==> config.mk <==
export PLATFORM = sky130hd
export DESIGN_NAME = m3i_merge
export DESIGN_NICKNAME = d
export VERILOG_FILES = /design/src/rtl/m3i_pkg.sv /design/src/rtl/m3i_merge.sv
export SDC_FILE = /design/constraint.sdc
export NUM_CORES = 1
export LEC_CHECK = 0
export ABC_AREA = 1
export BUFFER_PORTS_ARGS = -buffer_cell sky130_fd_sc_hd__buf_2
export CORE_AREA = 2 2 237 239
export DETAILED_ROUTE_END_ITERATION = 12
export DIE_AREA = 0 0 239 241
export SLEW_MARGIN = 0
export SYNTH_ARGS = -nofsm -noshare
export SYNTH_HDL_FRONTEND = slang
export SYNTH_SLANG_ARGS = --single-unit
==> constraint.sdc <==
create_clock -name clk -period 1.75 [get_ports clk]
set_input_delay 0 -clock clk [delete_from_list [all_inputs] [get_ports clk]]
set_output_delay 0 -clock clk [all_outputs]
set_load 0.02 [all_outputs]
==> src/rtl/m3i_pkg.sv <==
package m3i_pkg;

  // number format
  localparam int FRAC_BITS = 16;
  localparam int ENT_W     = 32;
  localparam int ADJ_W     = 2 * ENT_W;
  localparam int DET_W     = ADJ_W + ENT_W + 2;
  localparam int DMAG_W    = DET_W - 1;
  localparam int THR_W     = 31;
  localparam int THR_RST   = 7;

  // divider sizing
  localparam int Q_W    = ENT_W + 1;
  localparam int NSH_W  = ADJ_W + 2 * FRAC_BITS + 1;
  localparam int NUM_W  = (NSH_W > DMAG_W ? NSH_W : DMAG_W) + 1;
  localparam int R0_W   = NUM_W - Q_W;
  localparam int DEN_W  = DMAG_W + 1;
  localparam int REM_W  = DEN_W + 1;
  localparam int SV_W   = ADJ_W + 1 - FRAC_BITS;
  localparam int N_LANE = 9;

  typedef logic signed [ENT_W-1:0] ent_t;
  typedef logic signed [ADJ_W-1:0] adj_t;

  typedef struct packed {
    ent_t m00; ent_t m01; ent_t m02;
    ent_t m10; ent_t m11; ent_t m12;
    ent_t m20; ent_t m21; ent_t m22;
  } mat_t;

  typedef struct packed {
    ent_t r00; ent_t r01; ent_t r02;
    ent_t r10; ent_t r11; ent_t r12;
    ent_t r20; ent_t r21; ent_t r22;
    logic singular;
    logic saturated;
  } inv_t;

  // one adjugate entry with the shared determinant data
  typedef struct packed {
    logic              valid;
    adj_t              adj;
    logic [DMAG_W-1:0] dmag;
    logic              dneg;
    logic              singular;
  } lane_in_t;

  // one finished result entry
  typedef struct packed {
    logic             valid;
    logic [ENT_W-1:0] val;
    logic             sat;
    logic             singular;
  } lane_out_t;

endpackage

==> src/rtl/m3i_merge.sv <==
module m3i_merge (
  input  logic               clk,
  input  logic               rst,
  input  logic               en,
  input  m3i_pkg::lane_out_t lo [m3i_pkg::N_LANE],
  output logic               valid,
  output m3i_pkg::inv_t      inv
);
  import m3i_pkg::*;

  logic sat_any;

  // any clipped lane marks the item
  always_comb begin
    sat_any = 1'b0;
    for (int i = 0; i < N_LANE; i++) begin
      sat_any = sat_any | lo[i].sat;
    end
  end

  always_ff @(posedge clk) begin
    if (rst) begin
      valid <= 1'b0;
    end else if (en) begin
      valid <= lo[0].valid;
    end
  end

  // output register
  always_ff @(posedge clk) begin
    if (en) begin
      inv.r00       <= lo[0].val;
      inv.r01       <= lo[1].val;
      inv.r02       <= lo[2].val;
      inv.r10       <= lo[3].val;
      inv.r11       <= lo[4].val;
      inv.r12       <= lo[5].val;
      inv.r20       <= lo[6].val;
      inv.r21       <= lo[7].val;
      inv.r22       <= lo[8].val;
      inv.singular  <= lo[0].singular;
      inv.saturated <= sat_any;
    end
  end

endmodule

==> out/qor.yml <==
status: "completed"
die_area_um2: 57600
fp.coreArea_um2: 54900
timing.fmax_mhz: 626
worstHoldPathType: "input port to flop"
grt_pass1_wl_mm: 43.1
worstSetupEndpointType: "flop"
synth_fp_nets: 620
placed_cells: 1620
fin_setup_tns_ns: 0
grt_pass1_vias: 7564
relSlewSlack_pct: 75.2
cts_tree: "done"
synth_edf_count: 290
synth_top_area_share_pct: 99.2
grt.total_usage_pct: 10.1
wl_mm: 32.0
synth_top_family_by_area: "simple AND/OR/NAND/NOR gates"
synth_async_sr_flop_share_pct: 0
die_w_um: 239
clk_path_buf_depth: 3
initialDrtViolationCount: 235
synthTopCellsByArea: "edfxtp_1 (99%), dfxtp_1 (0.23%), nand2_1 (0.17%)"
required_ns: 2.08
nets: 1562
finalCriticalPeriod_ns: 1.60
via_count: 6813
cts_sinks: 291
worst_skew_pair.late_latency_ns: 0.59
synth.most_common_cell: "edfxtp_1"
vdd_drop_max_uv: 714
synth_compound_area_share_pct: 0.0570
cap_violations: 0
fin_skew_ns: 0
avgSynthCellArea_um2: 29.1
dpl_cell_area_um2: 12900
instances_no_fill: 1977
rows: 86
hold_viol_final: 0
numPortBuffers: 592
synth_cell_type_count: 8
netlist_instances: 302
ys_seq_area_share_pct: 99.5
final_util_pct: 30.5
clockRootBuffer: "clkbuf_16"
gr-total-overflow: 0
timing.final.crit_share_pct: 91.2
muxShareOfSynthArea_pct: 0
clk_pin_slew_ns: 0.06
cp_max_fo: 1
synthSimpleGateAreaFrac_pct: 0.428
setup_viol: 0
yosysTopAreaCell: "edfxtp_1"
drtAntennaViolNets: 0
avgRoutedWirePerCell_um: 16.2
area_delta_synth_final_pct: 91.0
ys_seq_elements: 291
htree_levels: 1
finalWeightedCongestion: 0.811
grt_start_max_net_pins: 71
num_io_pins: 609
finalMaxSlewViolations: 0
via_per_inst: 3.45
synth_common_cells: "edfxtp_1 (290), nand2_1 (4), nor2_1 (3)"
start_kind: "input port"
rsz0062_at_grt: "false"
nFillCells: 5360
cts_resized: 0
drc_errors: 0
drive_gt1_share_pct: 51.5
crit_arrival_ns: 1.92
drtPass1Iterations: 4
synthAdderAreaFrac_pct: 0
numCtsBuffers: 31
leakage_uw: 0.00701
critPathKind: "input port to flop"
die_h_um: 241
antenna_found_initial: 8
worstMarginPinSlew_ns: 0.371
ys.flop_type: "edfxtp_1"
final_area_um2: 16800
synth_area_um2: 8770
place_hpwl_mm: 22.0
power_density_nw_per_um2: 1010
synth_xor_area_share_pct: 0
initial_utilization_pct: 16.0
synth_warnings: 0
## timing repair
action	4_1_cts	5_1_grt
endpoints found under the setup margin	0	0
endpoints found under the hold margin	360	0
buffers inserted	0	0
hold buffers	295	0
## cells in the final DEF, fill, tap and decap left out
master         count
clkinvlp_4         2
nand2_1            4
or2_1              1
buf_2            591
inv_6              3
nor2_1             3
inv_1              1
bufinv_16          1
buf_4             17
buf_12             5
dlygate4sd3_1    295
a21oi_1            1
buf_8              1
inv_16             1
clkinv_1          13
clkinv_2           2
clkbuf_16         31
edfxtp_1         290
nor3_1             1
clkbuf_1           5
dfxtp_1            1
diode_2            4
## area by class of cell
| cell class | count | area, um2 | area share, % |
|---|---|---|---|
| Antenna cell | 4 | 10.0 | 0.0597 |
| Clock buffer | 36 | 795 | 4.74 |
| Clock inverter | 22 | 150 | 0.896 |
| Inverter | 1 | 3.75 | 0.0224 |
| Multi-Input combinational cell | 10 | 42.5 | 0.254 |
| Sequential cell | 291 | 8730 | 52.1 |
| Tap cell | 704 | 881 | 5.25 |
| Timing Repair Buffer | 909 | 6150 | 36.7 |
## worst paths after layout
path | slack, ns | cells past startpoint | startpoint | end
hold reg to reg | 1.06 | 3 | valid$_SDFFE_PP0P_ | valid$_SDFFE_PP0P_
setup reg to reg | 0.58 | 3 | valid$_SDFFE_PP0P_ | valid$_SDFFE_PP0P_
setup / recovery | 0.15 | 6 | lo[211] | inv[0]$_DFFE_PP_
hold / removal | 0.11 | 2 | lo[72] | inv[66]$_DFFE_PP_
## flip-flops by register name (all words and copies together) (netlist names)
signal  cells
inv       290
valid       1
## critical path, cell delays in order
cell and delay, ns:
dlygate4sd3_1 0.52, buf_2 0.11, nor3_1 0.11, dlygate4sd3_1 0.57
nand2_1 0.05, dlygate4sd3_1 0.55
## stage by stage
stage	hold slack (ns)	worst slack, ns	power, uW
after floorplan	0.0691	1.09	9300
after global placement	0.155	0.676	10400
after detailed placement	0.171	0.658	10400
after CTS	0.0580	0.212	17200
after global routing	0.0840	0.105	17700
final	0.110	0.154	17000
## report_power, final
group,internal [uW],switching (uW)
logic,1060,1320
clock network,3400,2740
registers,8280,166
## routing by layer
layer  global-route usage, %  vias up  part of all wire [%]
met3                    4.28       68                    11
li1                        -     3129                     -
met5                       0        -                  0.16
met4                    5.38        8                   4.4
met2                    18.2      425                    50
met1                    9.79     3183                    35
## logic make-up (layout without fill, tap and decap cells)
family,Yosys count,count (layout)
compound gates,1,1
buf+inv,1,968
flops,291,291
other cells,0,4
simple gates,9,9
(Power assumes the default switching activity.)
